===== config.mk =====
export PLATFORM = sky130hd
export DESIGN_NAME = pfr_front_flat
export DESIGN_NICKNAME = d
export VERILOG_FILES = /design/src/rtl/pfr_pkg.sv /design/src/rtl/pfr_ifs.sv /design/src/rtl/pfr_front.sv /design/src/flat_wrapper.sv
export SDC_FILE = /design/constraint.sdc
export NUM_CORES = 1
export LEC_CHECK = 0
export BUFFER_PORTS_ARGS = -buffer_cell sky130_fd_sc_hd__clkbuf_2
export CAP_MARGIN = 20
export CORE_MARGIN = 2
export CORE_UTILIZATION = 36
export DETAILED_ROUTE_END_ITERATION = 8
export PLACE_DENSITY_LB_ADDON = 0.15
export SYNTH_ARGS = -nofsm -noshare
export SYNTH_HDL_FRONTEND = slang
export SYNTH_SLANG_ARGS = --single-unit

===== constraint.sdc =====
create_clock -name vclk -period 2.5
set_input_delay 0.25 -clock vclk [all_inputs]
set_output_delay 0.25 -clock vclk [all_outputs]
set_load 0.01 [all_outputs]

===== src/rtl/pfr_pkg.sv =====
// ----------------------------------------------------------------------------
// pfr_pkg
// Shared types, constants and helpers of the page frame buffer refresh unit.
// ----------------------------------------------------------------------------
`default_nettype none

package pfr_pkg;

  localparam int WIDTH     = 128;
  localparam int PAGES     = 8;
  localparam int HEIGHT    = PAGES * 8;
  localparam int STORE     = WIDTH * PAGES;
  localparam int CMD_STEPS = 3;

  localparam int COL_W   = (WIDTH > 1) ? $clog2(WIDTH) : 1;
  localparam int PAGE_W  = (PAGES > 1) ? $clog2(PAGES) : 1;
  localparam int ADDR_W  = $clog2(STORE);
  localparam int CNT_W   = $clog2(STORE + 1);
  localparam int STEP_W  = $clog2(WIDTH + CMD_STEPS);
  localparam int SPAN_W  = $clog2(WIDTH + 1);
  localparam int QDEPTH  = 4;
  localparam int QPTR_W  = $clog2(QDEPTH);

  typedef logic [2:0]        kind_t;
  typedef logic [7:0]        byte_t;
  typedef logic [COL_W-1:0]  col_t;
  typedef logic [PAGE_W-1:0] page_t;
  typedef logic [ADDR_W-1:0] addr_t;
  typedef logic [CNT_W-1:0]  cnt_t;
  typedef logic [STEP_W-1:0] step_t;
  typedef logic [SPAN_W-1:0] span_t;

  localparam kind_t KIND_PIXEL     = 3'd0;
  localparam kind_t KIND_CLEAR_ALL = 3'd1;
  localparam kind_t KIND_SPAN      = 3'd2;
  localparam kind_t KIND_START     = 3'd3;
  localparam kind_t KIND_TICK      = 3'd4;

  localparam byte_t CMD_PAGE_BASE = 8'hB0;
  localparam byte_t CMD_COL_HIGH  = 8'h10;
  localparam byte_t CMD_COL_LOW   = 8'h00;

  typedef enum logic [2:0] {
    OP_PIXEL,
    OP_CLEAR_ALL,
    OP_SPAN,
    OP_START,
    OP_TICK
  } op_code_t;

  typedef struct packed {
    op_code_t code;
    addr_t    addr;
    byte_t    mask;
    logic     pixel_on;
    span_t    span_len;
  } op_t;

  typedef enum logic [2:0] {
    BK_INIT,
    BK_IDLE,
    BK_PIX,
    BK_TICK,
    BK_SWEEP
  } bk_state_t;

  typedef struct packed {
    logic init_busy;
  } bk_stat_t;

  function automatic addr_t store_addr(page_t p, col_t c);
    return addr_t'(addr_t'(p) * addr_t'(WIDTH) + addr_t'(c));
  endfunction

endpackage

`default_nettype wire


===== src/rtl/pfr_ifs.sv =====
// ----------------------------------------------------------------------------
// pfr_ifs
// Request and result channel interfaces with valid/ready handshake.
// ----------------------------------------------------------------------------
`default_nettype none

interface pfr_in_if import pfr_pkg::*; ();
  logic  valid;
  logic  ready;
  kind_t kind;
  byte_t col_x;
  byte_t row_y;
  byte_t page_sel;
  byte_t span_length;
  logic  pixel_on;

  modport source (output valid, kind, col_x, row_y, page_sel, span_length, pixel_on,
                  input ready);
  modport sink   (input valid, kind, col_x, row_y, page_sel, span_length, pixel_on,
                  output ready);
endinterface


`default_nettype wire


===== src/rtl/pfr_front.sv =====
// ----------------------------------------------------------------------------
// pfr_front
// Accepts requests, drops ignored ones and turns the rest into store ops.
// ----------------------------------------------------------------------------
`default_nettype none

module pfr_front import pfr_pkg::*; (
  pfr_in_if.sink         in_chan,
  input  wire logic      q_full,
  input  wire bk_stat_t  bk_stat,
  output logic           push,
  output op_t            push_op
);

  logic       keep;
  logic [8:0] span_end;

  assign in_chan.ready = !q_full && !bk_stat.init_busy;
  assign span_end      = 9'(in_chan.col_x) + 9'(in_chan.span_length);

  always_comb begin
    keep             = 1'b0;
    push_op.code     = OP_TICK;
    push_op.addr     = store_addr(page_t'(in_chan.row_y[3 +: PAGE_W]), col_t'(in_chan.col_x));
    push_op.mask     = byte_t'(8'd1 << in_chan.row_y[2:0]);
    push_op.pixel_on = in_chan.pixel_on;
    push_op.span_len = span_t'(in_chan.span_length);
    unique case (in_chan.kind)
      KIND_PIXEL: begin
        push_op.code = OP_PIXEL;
        keep = (9'(in_chan.col_x) < 9'(WIDTH)) && (9'(in_chan.row_y) < 9'(HEIGHT));
      end
      KIND_CLEAR_ALL: begin
        push_op.code = OP_CLEAR_ALL;
        keep = 1'b1;
      end
      KIND_SPAN: begin
        push_op.code = OP_SPAN;
        push_op.addr = store_addr(page_t'(in_chan.page_sel), col_t'(in_chan.col_x));
        keep = (9'(in_chan.page_sel) < 9'(PAGES)) && (span_end <= 9'(WIDTH)) &&
               (in_chan.span_length != 8'd0);
      end
      KIND_START: begin
        push_op.code = OP_START;
        keep = 1'b1;
      end
      KIND_TICK: begin
        push_op.code = OP_TICK;
        keep = 1'b1;
      end
      default: keep = 1'b0;
    endcase
  end

  assign push = in_chan.valid && in_chan.ready && keep;

endmodule

`default_nettype wire


===== src/flat_wrapper.sv =====
// flat-port wrapper written by rule: the top's interface ports become plain ports
module pfr_front_flat import pfr_pkg::*;
  (q_full, bk_stat, push, push_op, in_chan_valid, in_chan_kind, in_chan_col_x, in_chan_row_y, in_chan_page_sel, in_chan_span_length, in_chan_pixel_on, in_chan_ready);
  pfr_in_if in_chan_i ();
  input  wire logic q_full;
  input  wire bk_stat_t bk_stat;
  output logic push;
  output op_t push_op;
  input wire logic [$bits(in_chan_i.valid)-1:0] in_chan_valid;
  input wire logic [$bits(in_chan_i.kind)-1:0] in_chan_kind;
  input wire logic [$bits(in_chan_i.col_x)-1:0] in_chan_col_x;
  input wire logic [$bits(in_chan_i.row_y)-1:0] in_chan_row_y;
  input wire logic [$bits(in_chan_i.page_sel)-1:0] in_chan_page_sel;
  input wire logic [$bits(in_chan_i.span_length)-1:0] in_chan_span_length;
  input wire logic [$bits(in_chan_i.pixel_on)-1:0] in_chan_pixel_on;
  output wire logic [$bits(in_chan_i.ready)-1:0] in_chan_ready;
  assign in_chan_i.valid = in_chan_valid;
  assign in_chan_i.kind = in_chan_kind;
  assign in_chan_i.col_x = in_chan_col_x;
  assign in_chan_i.row_y = in_chan_row_y;
  assign in_chan_i.page_sel = in_chan_page_sel;
  assign in_chan_i.span_length = in_chan_span_length;
  assign in_chan_i.pixel_on = in_chan_pixel_on;
  assign in_chan_ready = in_chan_i.ready;
  pfr_front u_core (.in_chan(in_chan_i), .q_full(q_full), .bk_stat(bk_stat), .push(push), .push_op(push_op));
endmodule

==> impl.org <==
** Power
- In this run the power spent charging and discharging nets is 0.0854 mW.
- Of the total power, combinational logic draws 1.000.
- Of the total power, the share spent switching nets is 0.516.
- Cell Int Power :: 0.0800 mW
- For this design the static power due to leakage is 0.493 nW.
- The share of total power dissipated in the clock network is 0.
- For this design the ratio of total power to cell area is roughly 190 mW/mm².
- Of the total power, registers draw 0.
- Max IR drop VDD :: 0.0756 mV

** Timing
- Final setup violation count :: 0
- In the finished design, the share of the clock period the worst path needs comes to 0.923.
- Setup repair after global routing left no endpoint under its margin.
- Transition time at the pin with the least slew margin :: 0.340 ns
- Number of max-slew violations in the final report :: 0
- Hold timing on the final database bottoms out at a slack of 0.500 ns.
- Static timing analysis puts the maximum clock frequency at 434 MHz.
- Min Clock Period, post-route :: 2.31 ns
- Setup total negative slack on the finished layout was measured at 0 ns.
- Final number of hold-violating endpoints :: 0
- The worst pin sits at a relative slew slack of 0.771.

** Cells and area
- Counting the clock-network buffers in the layout gives 0.
- The layout has 184 filler cells.
- Share of cells above drive strength 1 :: 0.556
- Footprint of the flip-flops and latches :: 0 µm²
- Compared with the post-synthesis result, the final layout area differs by 38.3%.
- In the final layout, the multi-input gates occupy ~500 µm².
- Number of nets in the layout :: 185
- Measured on the finished design, the core utilization comes to 0.519.
- 0 antenna diodes ended up in the layout.
- Sequential cells placed in the final layout were counted as 0.

** Placement
- Placer's final routability congestion estimate :: 0.714
- Count of buffers inserted at the top-level ports :: 69
- Sum of net half-perimeters after detailed placement :: 1430 µm

** CTS
- Post-CTS Setup Repair Bufs :: 0
- Cts-stage hold buffer count :: 0
- Gates resized during post-CTS repair numbered 0.

** Floorplan
- After floorplanning, the core was divided into 15 placement rows.
- The floorplan step defined a core boundary enclosing 0.00169 mm².
- The die covers 0.00211 mm².
- Total I/O pin count :: 71
- The floorplan step set the die height to 45.9 µm.
- The die is 45.9 µm wide.
- Effective utilization at floorplan :: 0.375

** Worst setup path
- The largest individual stage delay along the critical path comes from the cell fa_1.
- Capturing element type of the critical path :: output port
- For the worst setup path, the data required time is 2.25 ns.
- Sort of element at the start of the critical path :: input pin
- In this run the worst path has a maximum fanout of 3.
- Maximum single-stage delay on the critical path :: between 0.4 and 0.5 ns
- The worst setup path is of the in2out kind.
- By instance count, the cell type seen most on the critical path is clkbuf_2.
- Walking the worst path, the cells encountered are clkbuf_2 -> ha_1 -> fa_1 -> a211o_1 -> o211ai_2 -> a21oi_2 -> a31oi_1 -> o2111ai_1 -> a21oi_1 -> clkbuf_2.
- Endpoint arrival time on the critical path :: between 2 and 2.5 ns

** Flow run
- Across the run, the number of max-cap violations was 0.

** Logic synthesis
- Fraction of post-synthesis cell area in the top cell type by area :: 0.190
- Synthesis produced 83 cells.
- Mean instance size in the synthesized netlist :: 7.63 µm²
- Number of warning messages in the yosys log :: 0
- The number of nets handed over by synthesis was 131.
- Combined area of all synthesized cells :: 633 µm²
- Cell types occupying the most area after synthesis :: buf_4 (19%), ha_1 (16%), xor2_1 (6.9%), mux2_1 (5.3%), nor4_1 (4.0%)
- Dominant cell type by area after synthesis :: buf_4
- Of the synthesized area, sequential elements account for 0.
- The number of different library cells used by synthesis comes to 33.

** Detailed routing
- The detailed router finished its first iteration with 8 violations.
- Number of DRC violations after detailed routing :: 0
- Routed length per placed instance :: 10.0 µm
- The routed design has around 1500 µm of wire.
- The final route contains 762 vias.
- After detailed routing, the number of vias per cell comes to approximately 5.0.
- DR pass1 iterations :: 4
- Antenna viol nets, final :: 0

** Run status
- Result of the run :: finished clean

** Global route
- Largest net degree at the start of global routing :: 9
- Sum of overflow across all layers after global routing :: 0
- The first global-routing pass estimated 2250 µm of wire.
- Via count of the first global-routing pass :: around 550
- Antenna violations before repair :: 0
- In the global route stage, overall resource usage came out at 0.136.

** Worst hold path
- The path class of the tightest hold or removal check is in2out.
-- cells by family (layout without fill, tap and decap cells) --
logic type / after synthesis / in the layout / synth area share
simple gates: 32 / 32 / 0.294
mux: 3 / 3 / 0.0534
buf+inv: 18 / 70 / 0.202
compound gates: 15 / 15 / 0.178
fa+ha+maj: 9 / 9 / 0.190
xor+xnor: 6 / 6 / 0.0830
-- power by group through the flow --
stage	Clock [mW]	Combinational (mW)	Sequential [mW]
6_report	0	0.165	0
5_1_grt	0	0.187	0
4_1_cts	0	0.167	0
3_5_place_dp	0	0.166	0
3_3_place_gp	0	0.165	0
2_1_floorplan	0	0.112	0
-- cell usage in the layout, fill, tap and decap left out --
cell type  netlist  final
nor3b_1          3      3
nor3_1           3      3
mux2_1           3      3
o21bai_1         1      1
nor2_2           1      1
ha_1             8      8
and3_1           1      1
or3_1            1      1
clkbuf_2         0     69
xnor2_1          1      1
nand3_1          2      2
inv_1            1      1
a211o_1          1      1
and2b_4          1      1
o21ai_0          3      3
nor2b_1          1      1
a21oi_1          1      1
o211ai_1         2      2
a21oi_2          2      2
nand2_1          3      3
nor4_1           4      4
xor2_1           5      5
nand4_1          2      2
nand2b_1         1      1
nor2b_2          1      1
a211oi_1         1      1
nor2_1           6      6
a31oi_1          1      1
and3b_1          2      2
o2111ai_1        2      2
fa_1             1      1
o211ai_2         1      1
-- layout make-up --
cell class	instances	area share
timing repair buffer	69	0.394
tap	17	0.0243
inverter	1	0.00429
multi-input combinational	65	0.577
-- final timing paths --
path	startpoint	end	slack (ns)	depth (start not counted)
max	in_chan_span_length[0]	push	0.19	10
min	in_chan_pixel_on	push_op[8]	0.50	0
-- cells in the mapped netlist, types with 2 or more instances --
library cell  number
mux2_1             3
nand4_1            2
o21ai_0            3
nor3b_1            3
a21oi_2            2
xor2_1             5
o2111ai_1          2
nor2_1             6
nor4_1             4
and3b_1            2
nand2_1            3
o211ai_1           2
ha_1               8
nor3_1             3
nand3_1            2
buf_4             16
-- worst max-delay path, delay by kind of cell --
kind	cells	cell delay [ns]
adder cells (fa/ha/maj)	2	0.64
AO/OA/AOI/OAI	6	0.92
buffers and inverters	2	0.25
-- stage by stage --
stage                     total power, mW  cells  setup WS (ns)  cell area (µm²)
after floorplan                     0.112     83          0.472              633
after global placement              0.165    152          0.248              876
after detailed placement            0.166    152          0.187              876
after CTS                           0.167    152          0.191              876
after global routing                0.187    152         0.0791              876
final                               0.165    152          0.194              876
-- per-layer routing --
layer / up-vias / routed length, µm / global-route usage / share of wire
met1: 328 / 711 / 0.210 / 0.47
li1: 402 / - / - / -
met3: 0 / 103 / 0.00397 / 0.067
met4: 0 / 0 / 0 / 0
met2: 32 / 712 / 0.219 / 0.47
met5: - / 0 / 0 / 0
No activity file was read; power rests on OpenSTA's default activity.
