`src/rtl/pfr_pkg.sv`:
```
// ----------------------------------------------------------------------------
// pfr_pkg
// Shared types, constants and helpers of the page frame buffer refresh unit.
// ----------------------------------------------------------------------------
`default_nettype none

package pfr_pkg;

  localparam int WIDTH     = 128;
  localparam int PAGES     = 8;
  localparam int HEIGHT    = PAGES * 8;
  localparam int STORE     = WIDTH * PAGES;
  localparam int CMD_STEPS = 3;

  localparam int COL_W   = (WIDTH > 1) ? $clog2(WIDTH) : 1;
  localparam int PAGE_W  = (PAGES > 1) ? $clog2(PAGES) : 1;
  localparam int ADDR_W  = $clog2(STORE);
  localparam int CNT_W   = $clog2(STORE + 1);
  localparam int STEP_W  = $clog2(WIDTH + CMD_STEPS);
  localparam int SPAN_W  = $clog2(WIDTH + 1);
  localparam int QDEPTH  = 4;
  localparam int QPTR_W  = $clog2(QDEPTH);

  typedef logic [2:0]        kind_t;
  typedef logic [7:0]        byte_t;
  typedef logic [COL_W-1:0]  col_t;
  typedef logic [PAGE_W-1:0] page_t;
  typedef logic [ADDR_W-1:0] addr_t;
  typedef logic [CNT_W-1:0]  cnt_t;
  typedef logic [STEP_W-1:0] step_t;
  typedef logic [SPAN_W-1:0] span_t;

  localparam kind_t KIND_PIXEL     = 3'd0;
  localparam kind_t KIND_CLEAR_ALL = 3'd1;
  localparam kind_t KIND_SPAN      = 3'd2;
  localparam kind_t KIND_START     = 3'd3;
  localparam kind_t KIND_TICK      = 3'd4;

  localparam byte_t CMD_PAGE_BASE = 8'hB0;
  localparam byte_t CMD_COL_HIGH  = 8'h10;
  localparam byte_t CMD_COL_LOW   = 8'h00;

  typedef enum logic [2:0] {
    OP_PIXEL,
    OP_CLEAR_ALL,
    OP_SPAN,
    OP_START,
    OP_TICK
  } op_code_t;

  typedef struct packed {
    op_code_t code;
    addr_t    addr;
    byte_t    mask;
    logic     pixel_on;
    span_t    span_len;
  } op_t;

  typedef enum logic [2:0] {
    BK_INIT,
    BK_IDLE,
    BK_PIX,
    BK_TICK,
    BK_SWEEP
  } bk_state_t;

  typedef struct packed {
    logic init_busy;
  } bk_stat_t;

  function automatic addr_t store_addr(page_t p, col_t c);
    return addr_t'(addr_t'(p) * addr_t'(WIDTH) + addr_t'(c));
  endfunction

endpackage

`default_nettype wire

```
`src/rtl/pfr_queue.sv`:
```
// ----------------------------------------------------------------------------
// pfr_queue
// Short op queue between the front and the back end.
// ----------------------------------------------------------------------------
`default_nettype none

module pfr_queue import pfr_pkg::*; (
  input  wire logic clk,
  input  wire logic rst_n,
  input  wire logic push,
  input  wire op_t  push_op,
  input  wire logic pop,
  output op_t       head_op,
  output logic      empty,
  output logic      full
);

  op_t                mem_r [QDEPTH];
  logic [QPTR_W-1:0]  wr_ptr_r, wr_ptr_nxt;
  logic [QPTR_W-1:0]  rd_ptr_r, rd_ptr_nxt;
  logic [QPTR_W:0]    count_r, count_nxt;
  logic               do_push, do_pop;

  assign empty   = (count_r == '0);
  assign full    = (count_r == (QPTR_W+1)'(QDEPTH));
  assign head_op = mem_r[rd_ptr_r];
  assign do_push = push && !full;
  assign do_pop  = pop && !empty;

  always_comb begin
    wr_ptr_nxt = do_push ? wr_ptr_r + 1'b1 : wr_ptr_r;
    rd_ptr_nxt = do_pop  ? rd_ptr_r + 1'b1 : rd_ptr_r;
    count_nxt  = count_r;
    if (do_push && !do_pop) begin
      count_nxt = count_r + 1'b1;
    end else if (do_pop && !do_push) begin
      count_nxt = count_r - 1'b1;
    end
  end

  always_ff @(posedge clk) begin
    if (!rst_n) begin
      wr_ptr_r <= '0;
      rd_ptr_r <= '0;
      count_r  <= '0;
    end else begin
      wr_ptr_r <= wr_ptr_nxt;
      rd_ptr_r <= rd_ptr_nxt;
      count_r  <= count_nxt;
    end
  end

  always_ff @(posedge clk) begin
    if (do_push) begin
      mem_r[wr_ptr_r] <= push_op;
    end
  end

endmodule

`default_nettype wire

```
`config.mk`:
```
export PLATFORM = sky130hd
export DESIGN_NAME = pfr_queue
export DESIGN_NICKNAME = d
export VERILOG_FILES = /design/src/rtl/pfr_pkg.sv /design/src/rtl/pfr_queue.sv
export SDC_FILE = /design/constraint.sdc
export NUM_CORES = 1
export LEC_CHECK = 0
export BUFFER_PORTS_ARGS = -buffer_cell sky130_fd_sc_hd__buf_2
export CAP_MARGIN = 15
export CORE_MARGIN = 2
export CORE_UTILIZATION = 59
export CTS_BUF_LIST = sky130_fd_sc_hd__clkbuf_8
export DETAILED_ROUTE_END_ITERATION = 10
export PLACE_DENSITY = 0.82
export SYNTH_ARGS = -nofsm -noshare
export SYNTH_HDL_FRONTEND = slang
export SYNTH_SLANG_ARGS = --single-unit
```
`constraint.sdc`:
```
create_clock -name clk -period 2.45 [get_ports clk]
set_input_delay 0.1225 -clock clk [delete_from_list [all_inputs] [get_ports clk]]
set_output_delay 0.1225 -clock clk [all_outputs]
set_load 0.02 [all_outputs]
```
==> results of run 1 <==
## worst max-delay path: stages (launching register included)
cell	delay (ns)
dfxtp_1	0.49
nor3b_2	0.10
nor2b_1	0.19
ha_1	0.23
inv_1	0.07
fa_1	0.38
xor2_1	0.16
or3_1	0.31
a21boi_1	0.17
## synth_stat cells
cell      number
nor2b_1        2
ha_1           5
o311ai_1       1
or3_1          1
mux2i_1        3
clkbuf_1       1
o31ai_2        1
nand2_1        4
and2_1         8
nor3_1         1
inv_1          3
a21boi_1       1
xor2_1         1
buf_6          1
edfxtp_1     120
fa_1           1
buf_4          3
xnor2_1        3
mux4_2        30
dfxtp_1        9
o21ai_0        1
buf_2          3
nor3b_2        1
## final cells by class
type	instances	area share, %
Inverter	3	0.185
Multi-Input combinational cell	64	15.9
Clock inverter	15	3.38
Timing Repair Buffer	106	12.3
Tap cell	102	2.10
Sequential cell	129	62.3
Clock buffer	17	3.85
## where the power goes
part / leakage [nW] / internal (mW) / switching (mW)
logic: 0.742 / 0.754 / 0.885
registers: 1.17 / 2.68 / 0.131
clock network: 0.215 / 1.12 / 0.840
total: 2.13 / 4.56 / 1.86
## flip-flops by register name (all words and copies together), names as in the netlist, named ones only
signal and flops:
wr_ptr_r 2, rd_ptr_r 2, mem_r 120, count_r 3
## stage by stage
stage          setup slack (ns)  area, sq um
2_1_floorplan             0.380         4810
3_3_place_gp              0.475         5330
3_5_place_dp              0.285         5330
4_1_cts                   0.266         6070
5_1_grt                   0.151         6070
6_report                  0.289         6070
## path summary, 6_finish.rpt
| check | from | end |
|---|---|---|
| setup reg to reg | count_r[0]$_SDFFE_PN0P_ | count_r[2]$_SDFFE_PN0P_ |
| hold / removal | rst_n | wr_ptr_r[0]$_SDFFE_PN0P_ |
| hold reg to reg | wr_ptr_r[0]$_SDFFE_PN0P_ | wr_ptr_r[0]$_SDFFE_PN0P_ |
| setup / recovery | count_r[0]$_SDFFE_PN0P_ | count_r[2]$_SDFFE_PN0P_ |
## cell families after synthesis
group | synth area share (%)
buffers and inverters | 1.33
and+or+nand+nor | 2.11
DFF | 78.7
xor gates and xnor gates | 0.729
AOI/OAI and AO/OA | 0.703
adders and majority gates | 1.72
muxes | 14.7
## routing by layer
| metal | vias up | part of all wire [%] | track usage (%) |
|---|---|---|---|
| li1 | 1080 | - | - |
| met1 | 1254 | 41 | 27.5 |
| met2 | 81 | 53 | 37.4 |
| met3 | 13 | 4.3 | 5.70 |
| met4 | 0 | 1.3 | 10.0 |
| met5 | - | 0 | 0 |
==> reports/summary.txt, run 1 <==
critical path type -> reg2reg
post-synthesis cell type with the largest combined area -> edfxtp_1
starting density of the core -> 61.6%
Synth Instances -> 204
R2R depth -> 8
worst hold path stage count -> 3
syn avg cell area -> 23.6 sq um
total number of vias -> 2428
yosys synthesis warning count -> 0
net count after synthesis -> 244
count of final hold-check violations -> 0
worst reg2reg setup slack -> 0.29 ns
fraction of layout instances using a drive strength above 1 -> 43.4%
CTS Sinks -> 129
sort of element at the start of the critical path -> flop
Pins Over Slew Limit -> 0
final cycle utilization of the critical path -> 88.2%
First DRT Iteration DRCs -> 180
clock tree root buffer cell -> clkbuf_8
post-route total power -> 6.41 mW
Via-to-Cell Ratio -> 5.57
antenna cell count -> 0
Max Fclk -> 0.463 GHz
status -> completed
total clock buffers created by CTS -> 17
flip-flop and latch count after synthesis -> 129
clock period minus worst slack -> 2.16 ns
top fanout value on the critical path -> 6
RD Place Congestion -> 0.708
post-DP HPWL -> 5.25 mm
peak supply drop -> 717 uV
Core ar. -> 7810 sq um
die area -> 8880 sq um
Total GRT Usage -> 22.3%
Routed WL per cell -> 20.4 um
DIE HEIGHT -> 94.3 um
worst endpoint required time -> 2.79 ns
type of element capturing the critical path -> flop
clk_lat worst skew -> 0.42 ns
Final setup violation count -> 0
footprint of the multi-input gates -> 963 sq um
worst min-delay path category -> in2reg
number of nets at the end of the flow -> 361
cell count after placement -> 374
worst relative slew slack -> 59.2%
Final Hold Slack -> 0.0311 ns
TritonCTS clock tree -> built
ports placed on the boundary -> 66
RSZ-0062 raised after global routing -> no
utilization after layout -> 77.8%
port buffer count -> 65
reported leakage power -> 2.13 nW
remaining antenna violation count -> 0
die span in x -> 94.3 um
ranking of synthesized cells by area -> edfxtp_1 75%, mux4_2 14%, dfxtp_1 3.7%
number of global-route vias before repair -> 2603
count of unresolved DRC violations after routing -> 0
number of buffers inserted for hold repair after clock tree synthesis -> 30
Post-Syn Area -> 4810 sq um
number of antenna violations at the first check in global routing -> 0
leading cell types in the layout, fill and taps excluded -> 120 x edfxtp_1, 65 x buf_2, 30 x mux4_2, 30 x dlygate4sd3_1, 17 x clkbuf_8
global-route wire length before repair -> 13.8 mm
number of standard-cell rows in the floorplan -> 32
Storage cell area -> 3790 sq um
power density relative to cell area -> 1060 nW/um^2
Clock Skew -> 0.00674 ns
Layout area overhead -> 26.4%
number of detailed-route iterations in the first pass -> 6
post_cts resized -> 0
clock-pin slew reported for the worst setup and hold paths after clock tree synthesis -> 0.07 ns
Routed Wire Length -> 8.88 mm
post-CTS setup buffer count -> 0
buffer levels on the longest clock path -> 2
H-Tree Depth -> 4
register area share after synthesis -> 78.7%
library cells used by synthesis -> 23
area share of the largest cell type after synthesis -> 75.0%
Finished Layout Cells -> 436
grt ovf -> 0
Max-Cap Viols -> 0
commonest non-fill, non-tap cell in the layout -> edfxtp_1
Worst EP arrival -> 2.50 ns
slew at the pin closest to its max-slew limit -> 0.612 ns
fillers -> 397
total negative slack -> 0 ns
pin count of the biggest net entering global routing -> 31
Note: power is estimated with default switching activity, not from simulation.
==> run 2, diff against run 1 <==
--- a/config.mk
+++ b/config.mk
@@ -7,11 +7,13 @@
 export LEC_CHECK = 0
 export BUFFER_PORTS_ARGS = -buffer_cell sky130_fd_sc_hd__buf_2
 export CAP_MARGIN = 15
+export CELL_PAD_IN_SITES_DETAIL_PLACEMENT = 1
+export CELL_PAD_IN_SITES_GLOBAL_PLACEMENT = 1
 export CORE_MARGIN = 2
-export CORE_UTILIZATION = 59
+export CORE_UTILIZATION = 52
 export CTS_BUF_LIST = sky130_fd_sc_hd__clkbuf_8
 export DETAILED_ROUTE_END_ITERATION = 10
-export PLACE_DENSITY = 0.82
+export PLACE_DENSITY_LB_ADDON = 0.1
 export SYNTH_ARGS = -nofsm -noshare
 export SYNTH_HDL_FRONTEND = slang
 export SYNTH_SLANG_ARGS = --single-unit
==> reports/summary.txt, run 2 (synthesis results as in run 1) <==
RSZ-0062 raised after global routing -> no
post_cts resized -> 0 (unchanged)
buffers plus inverters on the worst setup path -> 2 (+1)
Pins Over Slew Limit -> 0 (unchanged)
Total GRT Usage -> 19.2% (-3.1 points)
number of detailed-route iterations in the first pass -> 4 (-2)
type of element capturing the critical path -> output pin
clock period minus worst slack -> 2.13 ns (-0.0284 ns)
total clock buffers created by CTS -> 17 (unchanged)
Max-Cap Viols -> 0 (unchanged)
Max Fclk -> 0.469 GHz (+1.3%)
die area -> 10000 sq um (+13%)
utilization after layout -> 65.9% (-12 points)
number of global-route vias before repair -> 2566 (-1.4%)
grt ovf -> 0 (unchanged)
slew at the pin closest to its max-slew limit -> 0.410 ns (-0.203 ns)
global-route wire length before repair -> 13.8 mm (-0.15%)
post-DP HPWL -> 5.16 mm (-1.7%)
ports placed on the boundary -> 66 (unchanged)
total number of vias -> 2378 (-2.1%)
commonest non-fill, non-tap cell in the layout -> edfxtp_1
Largest delay share family, worst path -> flip-flops
worst endpoint required time -> 2.33 ns (-0.46 ns)
CTS Sinks -> 129 (unchanged)
leading cell types in the layout, fill and taps excluded -> 120 x edfxtp_1, 65 x buf_2, 31 x dlygate4sd3_1, 30 x mux4_2, 17 x clkbuf_8
reported leakage power -> 2.08 nW (-2.4%)
buffer levels on the longest clock path -> 2 (unchanged)
post-CTS setup buffer count -> 0 (unchanged)
clock tree root buffer cell -> clkbuf_8
number of antenna violations at the first check in global routing -> 0 (unchanged)
status -> completed
number of flip-flops in the largest register -> 120 (unchanged)
clk_lat worst skew -> 0.42 ns (about the same)
Routed WL per cell -> 19.6 um (-3.9%)
final cycle utilization of the critical path -> 87.0% (-1.2 points)
RD Place Congestion -> 0.750 (+5.9%)
number of standard-cell rows in the floorplan -> 35 (+9.4%)
cells along the critical path -> buf_12 > mux4_2 > buf_2
post-route total power -> 6.04 mW (-5.8%)
number of nets at the end of the flow -> 359 (-0.55%)
fraction of layout instances using a drive strength above 1 -> 41.9% (-1.5 points)
worst relative slew slack -> 72.7% (+14 points)
H-Tree Depth -> 4 (unchanged)
biggest regs -> mem_r (120), count_r (3)
worst min-delay path category -> in2reg
worst reg2reg setup slack -> 0.33 ns (+0.04 ns)
Layout area overhead -> 24.8%
Routed Wire Length -> 8.67 mm (-2.4%)
power density relative to cell area -> 1010 nW/um^2 (-4.7%)
Final setup violation count -> 0 (unchanged)
Critical-path top delay cell -> dfxtp_2
delay of the slowest cell on the worst path -> 0.57 ns (+0.08 ns)
register with the most flip-flops -> mem_r
remaining antenna violation count -> 0 (unchanged)
clock-pin slew reported for the worst setup and hold paths after clock tree synthesis -> 0.07 ns (about the same)
Core ar. -> 9110 sq um (+17%)
number of buffers inserted for hold repair after clock tree synthesis -> 31 (+3.3%)
critical path type -> reg2out
die span in x -> 100 um (+6.2%)
count of unresolved DRC violations after routing -> 0 (unchanged)
Via-to-Cell Ratio -> 5.37 (-3.6%)
Clock Skew -> 0.00814 ns (+0.00140 ns)
starting density of the core -> 52.8% (-8.8 points)
First DRT Iteration DRCs -> 92 (-49%)
antenna cell count -> 0 (unchanged)
fillers -> 786 (+98%)
peak supply drop -> 565 uV (-21%)
Worst EP arrival -> 2.01 ns (-0.49 ns)
pin count of the biggest net entering global routing -> 30 (-3.2%)
total negative slack -> 0 ns (unchanged)
count of final hold-check violations -> 0 (unchanged)
port buffer count -> 65 (unchanged)
top fanout value on the critical path -> 21 (+15)
DIE HEIGHT -> 100 um (+6.2%)
sort of element at the start of the critical path -> flop
TritonCTS clock tree -> built
## run 2: cell types whose count changed in the layout (fill, tap and decap cells not counted)
cell           delta
buf_4             -4
bufinv_16         -3
clkinv_2          +1
clkinv_1          +2
inv_1             +1
dlygate4sd3_1     +1
buf_12            +1
clkinvlp_4        +2
inv_6             -3
## run 2: per-stage QoR
step                      hold WS (ns)  cells  instance area [sq um]  worst slack [ns]
after CTS                        0.120    443                   6000             0.232
after detailed placement         0.339    380                   5340             0.346
after floorplan                  0.221    204                   4810             0.380
after global placement           0.338    380                   5340             0.461
final                            0.150    443                   6000             0.318
after global routing             0.146    443                   6000             0.158
## run 2: tightest hold or removal path, cell delays in order
cell and delay (ns):
buf_2 0.11, o31ai_2 0.08, xnor2_1 0.07, and2_1 0.15
## run 2: final timing paths
kind,from,to,cells past startpoint
worst max-delay path,flop,head_op[13],3
worst min-delay path,pop,flop,4
worst max register to register,count_r[1]$_SDFFE_PN0P_,count_r[2]$_SDFFE_PN0P_,7
worst min register to register,wr_ptr_r[0]$_SDFFE_PN0P_,wr_ptr_r[0]$_SDFFE_PN0P_,2
## run 2: power by group
group	internal (mW)	total (mW)	leakage, nW	switching [mW]
Sequential	2.68	2.83	1.17	0.153
Clock	0.790	1.59	0.172	0.805
Combinational	0.757	1.61	0.734	0.854
Total	4.23	6.04	2.08	1.81
## run 2: layer usage
layer	share of wire [%]	GRT usage, %	up-vias
met2	51	31.3	63
met4	0.82	6.32	0
met5	0	0	-
met3	4.4	5.99	6
met1	43	24.9	1238
li1	-	-	1071
## run 2: cell type report
| type | count | area, sq um | share of cell area (%) |
|---|---|---|---|
| clock inverter | 15 | 120 | 2.00 |
| sequential | 129 | 3790 | 63.1 |
| tap | 111 | 139 | 2.31 |
| inverter | 3 | 11.3 | 0.188 |
| multi-input combinational | 64 | 963 | 16.1 |
| clock buffer | 17 | 234 | 3.90 |
| timing repair buffer | 104 | 746 | 12.4 |
==> run 3, diff against run 2 <==
==> constraint.sdc (replaced) <==
create_clock -name clk -period 2.45 [get_ports clk]
set_input_delay 0.1225 -clock clk [delete_from_list [all_inputs] [get_ports clk]]
set_output_delay 0.1225 -clock clk [all_outputs]
set_load 0.005 [all_outputs]
==> reports/summary.txt, run 3 (synthesis results as in run 1) <==
remaining antenna violation count -> 0 (unchanged)
fillers -> 758 (-3.6%)
startpoint of the worst hold path -> rst_n
H-Tree Depth -> 4 (unchanged)
clock-pin slew reported for the worst setup and hold paths after clock tree synthesis -> 0.07 ns (about the same)
post-route total power -> 6.29 mW (+4.1%)
Routed Wire Length -> 9.04 mm (+4.3%)
count of final hold-check violations -> 0 (unchanged)
global-route wire length before repair -> 14.4 mm (+4.9%)
die area -> 10000 sq um (unchanged)
final instance area -> 6110 sq um (+1.8%)
final cycle utilization of the critical path -> 87.1% (+0.10 points)
count of unresolved DRC violations after routing -> 0 (unchanged)
Critical-path top delay cell -> dfxtp_2
Clock Skew -> 0.00823 ns (+0.0000880 ns)
biggest regs -> mem_r (120), count_r (3)
total negative slack -> 0 ns (unchanged)
cell count after placement -> 380 (unchanged)
worst reg2reg setup slack -> 0.34 ns (about the same)
type of element capturing the critical path -> output pin
antenna cell count -> 0 (unchanged)
number of flip-flops in the largest register -> 120 (unchanged)
Storage cell area -> 3790 sq um (unchanged)
number of detailed-route iterations in the first pass -> 4 (unchanged)
RSZ-0062 raised after global routing -> no
worst min-delay path category -> in2reg
worst flop-to-flop path endpoint -> count_r[2]$_SDFFE_PN0P_
number of antenna violations at the first check in global routing -> 0 (unchanged)
power density relative to cell area -> 1030 nW/um^2 (+2.3%)
clock tree root buffer cell -> clkbuf_8
grt ovf -> 0 (unchanged)
sort of element at the start of the critical path -> flop
startpoint of the most critical register-to-register path -> count_r[0]$_SDFFE_PN0P_
Routed WL per cell -> 20.5 um (+4.8%)
peak supply drop -> 475 uV (-16%)
number of buffers inserted for hold repair after clock tree synthesis -> 30 (-3.2%)
clock period minus worst slack -> 2.13 ns (+0.00250 ns)
Pins Over Slew Limit -> 0 (unchanged)
First DRT Iteration DRCs -> 164 (+78%)
Finished Layout Cells -> 441 (-0.45%)
Final setup violation count -> 0 (unchanged)
Worst EP arrival -> 2.01 ns (about the same)
TritonCTS clock tree -> built
R2R depth -> 8 (+1)
RD Place Congestion -> 0.742 (-1.1%)
DIE HEIGHT -> 100 um (unchanged)
worst hold path stage count -> 3 (-1)
utilization after layout -> 67.1% (+1.2 points)
area post-placement -> 5340 sq um (unchanged)
post-route worst setup slack -> 0.315 ns (-0.00250 ns)
Core ar. -> 9110 sq um (unchanged)
leading cell types in the layout, fill and taps excluded -> 120 x edfxtp_1, 65 x buf_2, 30 x mux4_2, 30 x dlygate4sd3_1, 17 x clkbuf_8
CTS Sinks -> 129 (unchanged)
Largest delay share family, worst path -> flip-flops
post-CTS setup buffer count -> 0 (unchanged)
number of standard-cell rows in the floorplan -> 35 (unchanged)
register with the most flip-flops -> mem_r
port buffer count -> 65 (unchanged)
worst endpoint required time -> 2.33 ns (about the same)
status -> completed
reported leakage power -> 2.13 nW (+2.5%)
ports placed on the boundary -> 66 (unchanged)
delay of the slowest cell on the worst path -> 0.58 ns (about the same)
DP Worst Slack -> 0.345 ns (-0.00110 ns)
fraction of layout instances using a drive strength above 1 -> 42.7% (+0.86 points)
Total GRT Usage -> 20.1% (+0.90 points)
starting density of the core -> 52.8% (unchanged)
post_cts resized -> 0 (unchanged)
post-DP HPWL -> 5.18 mm (+0.32%)
top fanout value on the critical path -> 21 (unchanged)
pin count of the biggest net entering global routing -> 30 (unchanged)
cells along the critical path -> buf_12 > mux4_2 > buf_2
die span in x -> 100 um (unchanged)
Max Fclk -> 0.468 GHz (-0.12%)
buffers plus inverters on the worst setup path -> 2 (unchanged)
critical path type -> reg2out
total clock buffers created by CTS -> 17 (unchanged)
clk_lat worst skew -> 0.42 ns (about the same)
Via-to-Cell Ratio -> 5.36 (-0.14%)
slew at the pin closest to its max-slew limit -> 0.405 ns (-0.00537 ns)
commonest non-fill, non-tap cell in the layout -> edfxtp_1
worst relative slew slack -> 73.0% (+0.36 points)
total number of vias -> 2364 (-0.59%)
Layout area overhead -> 27.1%
footprint of the multi-input gates -> 963 sq um (unchanged)
number of nets at the end of the flow -> 358 (-0.28%)
buffer levels on the longest clock path -> 2 (unchanged)
number of global-route vias before repair -> 2641 (+2.9%)
Final Hold Slack -> 0.0335 ns (-0.117 ns)
Worst Hold End -> wr_ptr_r[0]$_SDFFE_PN0P_
Max-Cap Viols -> 0 (unchanged)
-- run 3: worst max path at each step --
stage	slack, ns	end	depth (start not counted)
after CTS	0.26	head_op[13]	3
after floorplan	0.43	count_r[2]$_SDFFE_PN0P_	9
after global routing	0.19	head_op[18]	3
after global placement	0.45	count_r[2]$_SDFFE_PN0P_	7
final	0.32	head_op[13]	3
after detailed placement	0.34	count_r[2]$_SDFFE_PN0P_	8
-- run 3: area by class of cell --
type                            instances  share of cell area (%)
Sequential cell                       129                    62.0
Multi-Input combinational cell         64                    15.8
Timing Repair Buffer                  103                    12.0
Clock inverter                         14                    3.91
Clock buffer                           17                    3.83
Tap cell                              111                    2.27
Inverter                                3                   0.184
-- run 3: layer usage --
layer / up-vias / share of wire, % / track usage [%]
met2: 65 / 52 / 32.8
met3: 12 / 4.1 / 6.20
li1: 1069 / - / -
met5: - / 0 / 0
met4: 0 / 1.1 / 6.64
met1: 1218 / 43 / 26.0
-- run 3: power breakdown --
part           internal [mW]  total [mW]  switching (mW)
Clock                   1.31        2.12           0.815
Combinational          0.749        1.32           0.574
Sequential              2.68        2.84           0.161
-- run 3: worst register-to-register path: stages (launching register included) --
cell and delay [ns]:
dfxtp_1 0.49, nor3b_2 0.10, nor2b_1 0.18, ha_1 0.22, inv_1 0.06, fa_1 0.37, xor2_1 0.17, or3_1 0.32
a21boi_1 0.14
