--- src/rtl/pfr_pkg.sv ---
// ----------------------------------------------------------------------------
// pfr_pkg
// Shared types, constants and helpers of the page frame buffer refresh unit.
// ----------------------------------------------------------------------------
`default_nettype none

package pfr_pkg;

  localparam int WIDTH     = 128;
  localparam int PAGES     = 8;
  localparam int HEIGHT    = PAGES * 8;
  localparam int STORE     = WIDTH * PAGES;
  localparam int CMD_STEPS = 3;

  localparam int COL_W   = (WIDTH > 1) ? $clog2(WIDTH) : 1;
  localparam int PAGE_W  = (PAGES > 1) ? $clog2(PAGES) : 1;
  localparam int ADDR_W  = $clog2(STORE);
  localparam int CNT_W   = $clog2(STORE + 1);
  localparam int STEP_W  = $clog2(WIDTH + CMD_STEPS);
  localparam int SPAN_W  = $clog2(WIDTH + 1);
  localparam int QDEPTH  = 4;
  localparam int QPTR_W  = $clog2(QDEPTH);

  typedef logic [2:0]        kind_t;
  typedef logic [7:0]        byte_t;
  typedef logic [COL_W-1:0]  col_t;
  typedef logic [PAGE_W-1:0] page_t;
  typedef logic [ADDR_W-1:0] addr_t;
  typedef logic [CNT_W-1:0]  cnt_t;
  typedef logic [STEP_W-1:0] step_t;
  typedef logic [SPAN_W-1:0] span_t;

  localparam kind_t KIND_PIXEL     = 3'd0;
  localparam kind_t KIND_CLEAR_ALL = 3'd1;
  localparam kind_t KIND_SPAN      = 3'd2;
  localparam kind_t KIND_START     = 3'd3;
  localparam kind_t KIND_TICK      = 3'd4;

  localparam byte_t CMD_PAGE_BASE = 8'hB0;
  localparam byte_t CMD_COL_HIGH  = 8'h10;
  localparam byte_t CMD_COL_LOW   = 8'h00;

  typedef enum logic [2:0] {
    OP_PIXEL,
    OP_CLEAR_ALL,
    OP_SPAN,
    OP_START,
    OP_TICK
  } op_code_t;

  typedef struct packed {
    op_code_t code;
    addr_t    addr;
    byte_t    mask;
    logic     pixel_on;
    span_t    span_len;
  } op_t;

  typedef enum logic [2:0] {
    BK_INIT,
    BK_IDLE,
    BK_PIX,
    BK_TICK,
    BK_SWEEP
  } bk_state_t;

  typedef struct packed {
    logic init_busy;
  } bk_stat_t;

  function automatic addr_t store_addr(page_t p, col_t c);
    return addr_t'(addr_t'(p) * addr_t'(WIDTH) + addr_t'(c));
  endfunction

endpackage

`default_nettype wire

--- src/rtl/pfr_ifs.sv ---
// ----------------------------------------------------------------------------
// pfr_ifs
// Request and result channel interfaces with valid/ready handshake.
// ----------------------------------------------------------------------------
`default_nettype none


interface pfr_out_if import pfr_pkg::*; ();
  logic  valid;
  logic  ready;
  byte_t link_byte;
  logic  data_not_command;
  logic  frame_end;

  modport source (output valid, link_byte, data_not_command, frame_end, input ready);
  modport sink   (input valid, link_byte, data_not_command, frame_end, output ready);
endinterface

`default_nettype wire

--- src/rtl/pfr_back.sv ---
// ----------------------------------------------------------------------------
// pfr_back
// Executes store ops: pixel read-modify-write, clear sweeps, refresh stream.
// ----------------------------------------------------------------------------
`default_nettype none

module pfr_back import pfr_pkg::*; (
  input  wire logic   clk,
  input  wire logic   rst_n,
  input  wire op_t    head_op,
  input  wire logic   q_empty,
  output logic        pop,
  output bk_stat_t    bk_stat,
  output logic        ram_we,
  output addr_t       ram_waddr,
  output byte_t       ram_wdata,
  output logic        ram_re,
  output addr_t       ram_raddr,
  input  wire byte_t  ram_rdata,
  pfr_out_if.source   out_chan
);

  bk_state_t state_r, state_nxt;

  logic  active_r, active_nxt;
  page_t page_r, page_nxt;
  step_t step_r, step_nxt;

  addr_t sweep_addr_r, sweep_addr_nxt;
  cnt_t  sweep_left_r, sweep_left_nxt;

  addr_t pend_addr_r, pend_addr_nxt;
  byte_t pend_mask_r, pend_mask_nxt;
  logic  pend_on_r, pend_on_nxt;
  logic  pend_fend_r, pend_fend_nxt;

  logic  out_valid_r, out_valid_nxt;
  byte_t out_byte_r, out_byte_nxt;
  logic  out_dnc_r, out_dnc_nxt;
  logic  out_fend_r, out_fend_nxt;
  logic  out_load;
  logic  out_free;

  logic            is_cmd;
  logic [STEP_W:0] step_inc;
  logic [PAGE_W:0] page_inc;
  logic            step_wrap;
  logic            last_page;
  byte_t           cmd_byte;
  col_t            data_col;

  assign out_free  = !out_valid_r || out_chan.ready;
  assign is_cmd    = (step_r < step_t'(CMD_STEPS));
  assign step_inc  = (STEP_W+1)'(step_r) + 1'b1;
  assign page_inc  = (PAGE_W+1)'(page_r) + 1'b1;
  assign step_wrap = (step_inc >= (STEP_W+1)'(CMD_STEPS + WIDTH));
  assign last_page = (page_inc >= (PAGE_W+1)'(PAGES));
  assign data_col  = col_t'(step_r - step_t'(CMD_STEPS));

  always_comb begin
    case (step_r)
      step_t'(0): cmd_byte = byte_t'(CMD_PAGE_BASE + byte_t'(page_r));
      step_t'(1): cmd_byte = CMD_COL_HIGH;
      default:    cmd_byte = CMD_COL_LOW;
    endcase
  end

  // next state
  always_comb begin
    state_nxt = state_r;
    unique case (state_r) inside
      BK_INIT, BK_SWEEP: begin
        if (sweep_left_r == cnt_t'(1)) begin
          state_nxt = BK_IDLE;
        end
      end
      BK_IDLE: begin
        if (!q_empty) begin
          unique case (head_op.code) inside
            OP_PIXEL:             state_nxt = BK_PIX;
            OP_CLEAR_ALL, OP_SPAN: state_nxt = BK_SWEEP;
            OP_TICK: begin
              if (active_r && !is_cmd) begin
                state_nxt = BK_TICK;
              end
            end
            default:              state_nxt = BK_IDLE;
          endcase
        end
      end
      BK_PIX: state_nxt = BK_IDLE;
      BK_TICK: begin
        if (out_free) begin
          state_nxt = BK_IDLE;
        end
      end
      default: state_nxt = BK_IDLE;
    endcase
  end

  // datapath and outputs
  always_comb begin
    pop            = 1'b0;
    ram_we         = 1'b0;
    ram_waddr      = sweep_addr_r;
    ram_wdata      = '0;
    ram_re         = 1'b0;
    ram_raddr      = head_op.addr;
    out_load       = 1'b0;
    out_byte_nxt   = out_byte_r;
    out_dnc_nxt    = out_dnc_r;
    out_fend_nxt   = out_fend_r;
    active_nxt     = active_r;
    page_nxt       = page_r;
    step_nxt       = step_r;
    sweep_addr_nxt = sweep_addr_r;
    sweep_left_nxt = sweep_left_r;
    pend_addr_nxt  = pend_addr_r;
    pend_mask_nxt  = pend_mask_r;
    pend_on_nxt    = pend_on_r;
    pend_fend_nxt  = pend_fend_r;

    unique case (state_r) inside
      BK_INIT, BK_SWEEP: begin
        ram_we         = 1'b1;
        ram_waddr      = sweep_addr_r;
        ram_wdata      = '0;
        sweep_addr_nxt = sweep_addr_r + 1'b1;
        sweep_left_nxt = sweep_left_r - 1'b1;
      end
      BK_IDLE: begin
        if (!q_empty) begin
          unique case (head_op.code)
            OP_PIXEL: begin
              pop           = 1'b1;
              ram_re        = 1'b1;
              ram_raddr     = head_op.addr;
              pend_addr_nxt = head_op.addr;
              pend_mask_nxt = head_op.mask;
              pend_on_nxt   = head_op.pixel_on;
            end
            OP_CLEAR_ALL: begin
              pop            = 1'b1;
              sweep_addr_nxt = '0;
              sweep_left_nxt = cnt_t'(STORE);
            end
            OP_SPAN: begin
              pop            = 1'b1;
              sweep_addr_nxt = head_op.addr;
              sweep_left_nxt = cnt_t'(head_op.span_len);
            end
            OP_START: begin
              pop        = 1'b1;
              active_nxt = 1'b1;
              page_nxt   = '0;
              step_nxt   = '0;
            end
            OP_TICK: begin
              if (!active_r) begin
                pop = 1'b1;
              end else if (!is_cmd || out_free) begin
                pop = 1'b1;
                step_nxt = step_t'(step_inc);
                if (step_wrap) begin
                  step_nxt = '0;
                  page_nxt = page_t'(page_inc);
                  if (last_page) begin
                    page_nxt   = '0;
                    active_nxt = 1'b0;
                  end
                end
                if (is_cmd) begin
                  out_load     = 1'b1;
                  out_byte_nxt = cmd_byte;
                  out_dnc_nxt  = 1'b0;
                  out_fend_nxt = 1'b0;
                end else begin
                  ram_re        = 1'b1;
                  ram_raddr     = store_addr(page_r, data_col);
                  pend_fend_nxt = step_wrap && last_page;
                end
              end
            end
            default: pop = 1'b0;
          endcase
        end
      end
      BK_PIX: begin
        ram_we    = 1'b1;
        ram_waddr = pend_addr_r;
        ram_wdata = pend_on_r ? (ram_rdata | pend_mask_r) : (ram_rdata & ~pend_mask_r);
      end
      BK_TICK: begin
        if (out_free) begin
          out_load     = 1'b1;
          out_byte_nxt = ram_rdata;
          out_dnc_nxt  = 1'b1;
          out_fend_nxt = pend_fend_r;
        end
      end
      default: pop = 1'b0;
    endcase
  end

  always_comb begin
    out_valid_nxt = out_valid_r;
    if (out_load) begin
      out_valid_nxt = 1'b1;
    end else if (out_chan.ready) begin
      out_valid_nxt = 1'b0;
    end
  end

  always_ff @(posedge clk) begin
    if (!rst_n) begin
      state_r      <= BK_INIT;
      active_r     <= 1'b0;
      page_r       <= '0;
      step_r       <= '0;
      sweep_addr_r <= '0;
      sweep_left_r <= cnt_t'(STORE);
      out_valid_r  <= 1'b0;
    end else begin
      state_r      <= state_nxt;
      active_r     <= active_nxt;
      page_r       <= page_nxt;
      step_r       <= step_nxt;
      sweep_addr_r <= sweep_addr_nxt;
      sweep_left_r <= sweep_left_nxt;
      out_valid_r  <= out_valid_nxt;
    end
  end

  always_ff @(posedge clk) begin
    pend_addr_r <= pend_addr_nxt;
    pend_mask_r <= pend_mask_nxt;
    pend_on_r   <= pend_on_nxt;
    pend_fend_r <= pend_fend_nxt;
    out_byte_r  <= out_byte_nxt;
    out_dnc_r   <= out_dnc_nxt;
    out_fend_r  <= out_fend_nxt;
  end

  assign bk_stat.init_busy = (state_r == BK_INIT);

  assign out_chan.valid            = out_valid_r;
  assign out_chan.link_byte        = out_byte_r;
  assign out_chan.data_not_command = out_dnc_r;
  assign out_chan.frame_end        = out_fend_r;

endmodule

`default_nettype wire

--- src/flat_wrapper.sv ---
// flat-port wrapper written by rule: the top's interface ports become plain ports
module pfr_back_flat import pfr_pkg::*;
  (clk, rst_n, head_op, q_empty, pop, bk_stat, ram_we, ram_waddr, ram_wdata, ram_re, ram_raddr, ram_rdata, out_chan_valid, out_chan_link_byte, out_chan_data_not_command, out_chan_frame_end, out_chan_ready);
  pfr_out_if out_chan_i ();
  input  wire logic clk;
  input  wire logic rst_n;
  input  wire op_t head_op;
  input  wire logic q_empty;
  output logic pop;
  output bk_stat_t bk_stat;
  output logic ram_we;
  output addr_t ram_waddr;
  output byte_t ram_wdata;
  output logic ram_re;
  output addr_t ram_raddr;
  input  wire byte_t ram_rdata;
  output wire logic [$bits(out_chan_i.valid)-1:0] out_chan_valid;
  output wire logic [$bits(out_chan_i.link_byte)-1:0] out_chan_link_byte;
  output wire logic [$bits(out_chan_i.data_not_command)-1:0] out_chan_data_not_command;
  output wire logic [$bits(out_chan_i.frame_end)-1:0] out_chan_frame_end;
  input wire logic [$bits(out_chan_i.ready)-1:0] out_chan_ready;
  assign out_chan_valid = out_chan_i.valid;
  assign out_chan_link_byte = out_chan_i.link_byte;
  assign out_chan_data_not_command = out_chan_i.data_not_command;
  assign out_chan_frame_end = out_chan_i.frame_end;
  assign out_chan_i.ready = out_chan_ready;
  pfr_back u_core (.clk(clk), .rst_n(rst_n), .head_op(head_op), .q_empty(q_empty), .pop(pop), .bk_stat(bk_stat), .ram_we(ram_we), .ram_waddr(ram_waddr), .ram_wdata(ram_wdata), .ram_re(ram_re), .ram_raddr(ram_raddr), .ram_rdata(ram_rdata), .out_chan(out_chan_i));
endmodule
--- config.mk ---
export PLATFORM = sky130hd
export DESIGN_NAME = pfr_back_flat
export DESIGN_NICKNAME = d
export VERILOG_FILES = /design/src/rtl/pfr_pkg.sv /design/src/rtl/pfr_ifs.sv /design/src/rtl/pfr_back.sv /design/src/flat_wrapper.sv
export SDC_FILE = /design/constraint.sdc
export NUM_CORES = 1
export LEC_CHECK = 0
export ABC_AREA = 1
export CAP_MARGIN = 20
export CORE_ASPECT_RATIO = 1.2
export CORE_MARGIN = 2
export CORE_UTILIZATION = 54
export CTS_CLUSTER_SIZE = 16
export DETAILED_ROUTE_END_ITERATION = 10
export DONT_BUFFER_PORTS = 1
export PLACE_DENSITY_LB_ADDON = 0.2
export SYNTH_ARGS = -nofsm -noshare
export SYNTH_HDL_FRONTEND = slang
export SYNTH_SLANG_ARGS = --single-unit
--- constraint.sdc ---
create_clock -name clk -period 4.56 [get_ports clk]
set_input_delay 0.684 -clock clk [delete_from_list [all_inputs] [get_ports clk]]
set_output_delay 0.684 -clock clk [all_outputs]
set_load 0.05 [all_outputs]
==> results of run 1 <==
## cells by family (layout without fill, tap and decap cells)
family / count (synthesis) / in the layout / share of synthesized area
fa+ha+maj: 8 / 8 / 0.0264
flops: 67 / 67 / 0.434
xor+xnor: 13 / 13 / 0.0301
simple gates: 206 / 206 / 0.240
compound gates: 119 / 119 / 0.170
mux: 5 / 5 / 0.0139
buf+inv: 79 / 95 / 0.0859
## worst max-delay path: stages (launching register included)
cell and delay (ns):
dfxtp_1 0.38, inv_2 0.08, nor2_2 0.13, nand2_4 0.18, nor2_1 0.17, inv_1 0.07
nor2_1 0.09, inv_1 0.07, nor3_2 0.16, inv_1 0.19, o21ai_1 0.79
## layout by cell type (no fill, tap or decap), types with 2 or more instances in the layout
master,netlist,routed
nor3_2,1,2
clkinv_2,0,4
ha_1,8,8
a22oi_1,5,5
clkbuf_8,0,9
mux2i_1,3,3
clkinvlp_4,0,2
buf_4,1,14
o21ai_2,2,2
mux2_2,2,2
nand4_1,7,7
nor2_2,3,4
xor2_1,10,10
o21ai_0,36,31
nor3_1,6,5
nand3_1,25,25
nand3_2,2,2
nand2_1,73,73
xnor2_1,3,3
a31oi_1,5,5
a21oi_1,54,54
o211ai_1,2,2
inv_2,7,7
dfxtp_1,37,37
o22ai_1,3,3
edfxtp_1,30,30
clkinv_1,2,2
o21ai_1,8,13
inv_1,56,56
nor2_1,81,80
## final timing paths
kind              depth (start not counted)              startpoint                endpoint
setup / recovery                         10       u_core.state_r[0]            ram_raddr[8]
hold / removal                            0             head_op[25]   u_core.pend_addr_r[8]
setup reg to reg                          8       u_core.state_r[2]       u_core.state_r[1]
hold reg to reg                           2  u_core.sweep_left_r[9]  u_core.sweep_left_r[9]
## state kept, by name (all words and copies together) (netlist names)
register,cells
u_core.out_chan.link_byte,8
u_core.out_chan.frame_end,1
u_core.out_chan.data_not_command,1
u_core.sweep_left_r,11
u_core.active_r,1
u_core.step_r,8
u_core.sweep_addr_r,10
u_core.pend_mask_r,8
u_core.page_r,3
u_core.state_r,3
u_core.pend_fend_r,1
u_core.out_chan.valid,1
u_core.pend_on_r,1
u_core.pend_addr_r,10
## cell type report
cell class	count	area [um^2]
fillers	659	2720
multi-input cells	351	1830
flip-flops and latches	67	1640
inverters	65	244
clock buffers	9	124
well taps	87	109
repair buffers	14	105
clock inverters	7	43.8
## report_power, final
part / total [mW] / internal [mW] / switching (mW)
Combinational: 0.355 / 0.130 / 0.225
Sequential: 0.718 / 0.673 / 0.0444
Clock: 0.434 / 0.195 / 0.239
Total: 1.51 / 0.999 / 0.508
## metal layers
layer | vias to the layer above | wire, um | track usage
met1 | 1535 | 4040 | 0.312
met4 | 0 | 110 | 0.0763
met3 | 9 | 791 | 0.0750
li1 | 1687 | - | -
met2 | 134 | 4450 | 0.420
met5 | - | 0 | 0
## metrics by stage
stage / utilization / power [mW] / instance area [um^2]
2_1_floorplan: - / 1.02 / 3790
3_3_place_gp: 0.576 / 1.07 / 3930
3_5_place_dp: 0.576 / 1.08 / 3930
4_1_cts: 0.601 / 1.52 / 4090
5_1_grt: 0.601 / 1.59 / 4090
6_report: 0.601 / 1.51 / 4090
==> results_dict.tcl, run 1 <==
set metrics [dict create \
    yosysTopAreaCellShare 0.238 \
    clk_pin_slew_ns 0.08 \
    die-width_um 80.4 \
    path_max_fanout 19 \
    place_hpwl_mm 6.93 \
    placedCellCount 584 \
    required_ns 3.88 \
    cts.repair.resized 0 \
    async_reset_ff_frac 0 \
    cts_buffer_depth 2 \
    die_h_um 95.7 \
    postCtsSetupBuffers 0 \
    postSynthCellCount 497 \
    cp-start-kind "register" \
    tightest_slew_ns 1.07 \
    ys_warn_count 0 \
    grt_pass1_vias 3050 \
    rsz0062_at_grt "false" \
    finalSetupViolations 0 \
    ant_nets 0 \
    ir_drop_v 0.000224 \
    yosysTopAreaCell "edfxtp_1" \
    ys_seq_area_frac 0.434 \
    max_cap_violations 0 \
    hold_slack_ns 0.427 \
    core_um2 6810 \
    rrSetupSlack_ns 2.06 \
    syn_to_final_growth_pct 8.13 \
    start_util 0.556 \
    cts_hold_buf 0 \
    cp.arrival_ns 2.66 \
    synth_enable_flop_cells 30 \
    finalHoldViolCount 0 \
    synth_common_cells "nor2_1 (81), nand2_1 (73), inv_1 (56), a21oi_1 (54), dfxtp_1 (37)" \
    totalWireLength_mm 9.39 \
    place_ws_ns 1.33 \
    leakage_nw 1.69 \
    synthDistinctLibCells 43 \
    criticalPathCategory "reg2out" \
    cp-end-kind "output port" \
    die-area_um2 7700 \
    gp_congestion 0.920 \
    drc 0 \
    port_buffers 0 \
    dr.pass1.iters 5 \
    skew_ns 0.0106 \
    cts_tree "done" \
    fin_ws_ns 1.22 \
    max_freq_mhz 299 \
    htree_levels 3 \
    period_share 0.733 \
    ios 85 \
    status "finished, final reports clean" \
    grt_usage 0.251 \
    grt_max_degree 30 \
    nNetsFinal 558 \
    viasPerCell 5.61 \
    grt_overflow 0 \
    grt_pass1_wl_mm 14.7 \
    routed-via-count 3365 \
    cts_sinks 67 \
    fp-row-count 33 \
    netlist_top_cells_area "edfxtp_1 (24%), dfxtp_1 (20%), nor2_1 (8.0%)" \
    finalCriticalPeriod_ns 3.34 \
    diodes 0 \
    yosysMostFrequentCell "nor2_1" \
    clock_latency_ns 0.35 \
    synth_nets 547 \
    instances_no_fill 600 \
    fin_tns_setup_ns 0 \
    slew_headroom 0.288 \
    synth-seq-cells 67 \
    syn_area_um2 3790 \
    syn_area_per_cell_um2 7.62 \
    maxSlewViolCount 0 \
    root_buffer "clkbuf_8" \
    antenna_found_initial 0 \
    drt_iter0_markers 228 \
    power_density_nw_per_um2 368 \
    hp-class "in2reg" \
    cts-buffers-inserted 9 \
    drive_gt1_frac 0.107 \
    wl_per_cell_um 15.7 \
    synth-main-ff-cell "dfxtp_1" \
]
Power figures use the tool's default switching activity.
==> run 2, diff against run 1 <==
Clock period 4.56 ns to 3.4 ns, I/O delays scaled along.
==> results_dict.tcl, run 2 (synthesized netlist as in run 1, its figures left out) <==
set metrics [dict create \
    grt_usage 0.251 \
    ir_drop_v 0.000401 \
    cts.repair.resized 0 \
    clk_pin_slew_ns 0.08 \
    nNetsFinal 574 \
    postCtsSetupBuffers 0 \
    syn_to_final_growth_pct 13.5 \
    maxSlewViolCount 0 \
    final_common_cell "nor2_1" \
    port_buffers 0 \
    final_cell_mix "nor2_1 (80), nand2_1 (73), inv_1 (56), a21oi_1 (54), dfxtp_1 (37)" \
    register_area_um2 1640 \
    cp-end-kind "output port" \
    fillCellCount 621 \
    wl_per_cell_um 15.4 \
    diodes 0 \
    criticalPathCategory "reg2out" \
    dr.pass1.iters 6 \
    instances_no_fill 616 \
    htree_levels 3 \
    cts_buffer_depth 2 \
    top_register "u_core.sweep_left_r" \
    fin_ws_ns 0.656 \
    cts-buffers-inserted 9 \
    reg_top3 "u_core.sweep_left_r: 11 flops, u_core.pend_addr_r: 10 flops, u_core.sweep_addr_r: 10 flops" \
    max_freq_mhz 364 \
    cp-start-kind "register" \
    viasPerCell 5.53 \
    period_share 0.807 \
    largest_reg_flops 11 \
    multi_input_area_um2 1830 \
    slew_headroom 0.307 \
    skew_ns 0.00946 \
    ant_nets 0 \
    place_hpwl_mm 7.05 \
    antenna_found_initial 0 \
    place_ws_ns 0.972 \
    fp-row-count 33 \
    totalWireLength_mm 9.49 \
    core_um2 6810 \
    root_buffer "clkbuf_8" \
    grt_pass1_wl_mm 14.6 \
    gp_congestion 0.928 \
    leakage_nw 1.81 \
    required_ns 2.89 \
    cp.arrival_ns 2.23 \
    grt_overflow 0 \
    drc 0 \
    grt_pass1_vias 3029 \
    drive_gt1_frac 0.134 \
    cts_tree "done" \
    drt_iter0_markers 200 \
    finalHoldViolCount 0 \
    rsz0062_at_grt "false" \
    die-width_um 80.4 \
    die_h_um 95.7 \
    finalCriticalPeriod_ns 2.74 \
    hp-class "in2reg" \
    routed-via-count 3406 \
    grt_max_degree 30 \
    status "finished, final reports clean" \
    finalSetupViolations 0 \
    cts_hold_buf 0 \
    fin_tns_setup_ns 0 \
    ios 85 \
    clock_latency_ns 0.34 \
    cts_sinks 67 \
    path_max_fanout 8 \
    start_util 0.556 \
    max_cap_violations 0 \
    placedCellCount 600 \
    die-area_um2 7700 \
    power_density_nw_per_um2 528 \
    tightest_slew_ns 1.04 \
]
run 2: cell count changes in the layout (fill, tap and decap cells not counted), sizes merged:
cell / change
buf: +16
bufinv: +3
clkinv: -3
clkbuf: +1
clkinvlp: -1
run 2: cell type report:
| class | instances | area share |
|---|---|---|
| multi-input combinational | 351 | 0.425 |
| sequential | 67 | 0.382 |
| inverter | 65 | 0.0568 |
| timing repair buffer | 30 | 0.0524 |
| clock buffer | 10 | 0.0320 |
| clock inverter | 6 | 0.0259 |
| tap | 87 | 0.0253 |
run 2: where the power goes:
part | switching, mW | leakage, nW | total [mW] | internal (mW)
clock network | 0.316 | 0.123 | 0.824 | 0.509
logic | 0.300 | 1.11 | 0.480 | 0.180
registers | 0.0614 | 0.574 | 0.965 | 0.903
total | 0.677 | 1.81 | 2.27 | 1.59
run 2: path summary, 6_finish.rpt:
path | startpoint | end | slack (ns) | cells after the start
min | head_op[13] | u_core.pend_mask_r[4] | 0.26 | 0
max reg2reg | u_core.state_r[0] | u_core.sweep_addr_r[7] | 1.26 | 9
min reg2reg | u_core.sweep_left_r[1] | u_core.sweep_left_r[1] | 0.52 | 2
max | u_core.step_r[0] | ram_raddr[9] | 0.66 | 9
run 2: worst max-delay path, stage by stage (launching register included):
cell and delay (ns):
dfxtp_1 0.37, ha_1 0.25, nor2_1 0.26, nand2_1 0.20
nand2_1 0.15, nor3_2 0.06, inv_1 0.22, nand2_1 0.10
o21ai_1 0.08, buf_4 0.21
run 2: per-layer routing:
metal,GRT usage,up-vias,part of all wire
met5,0,-,0
met4,0.0833,0,0.015
met3,0.0600,12,0.092
met2,0.424,144,0.47
met1,0.317,1534,0.42
li1,-,1716,-
run 2: through the flow:
step / hold slack, ns / area [um^2] / power (mW) / util
floorplan: 0.471 / 3790 / 1.37 / -
global placement: 0.486 / 4050 / 1.45 / 0.594
detailed placement: 0.511 / 4050 / 1.46 / 0.594
CTS: 0.251 / 4300 / 2.28 / 0.630
global route: 0.248 / 4300 / 2.38 / 0.630
finish: 0.259 / 4300 / 2.27 / 0.630
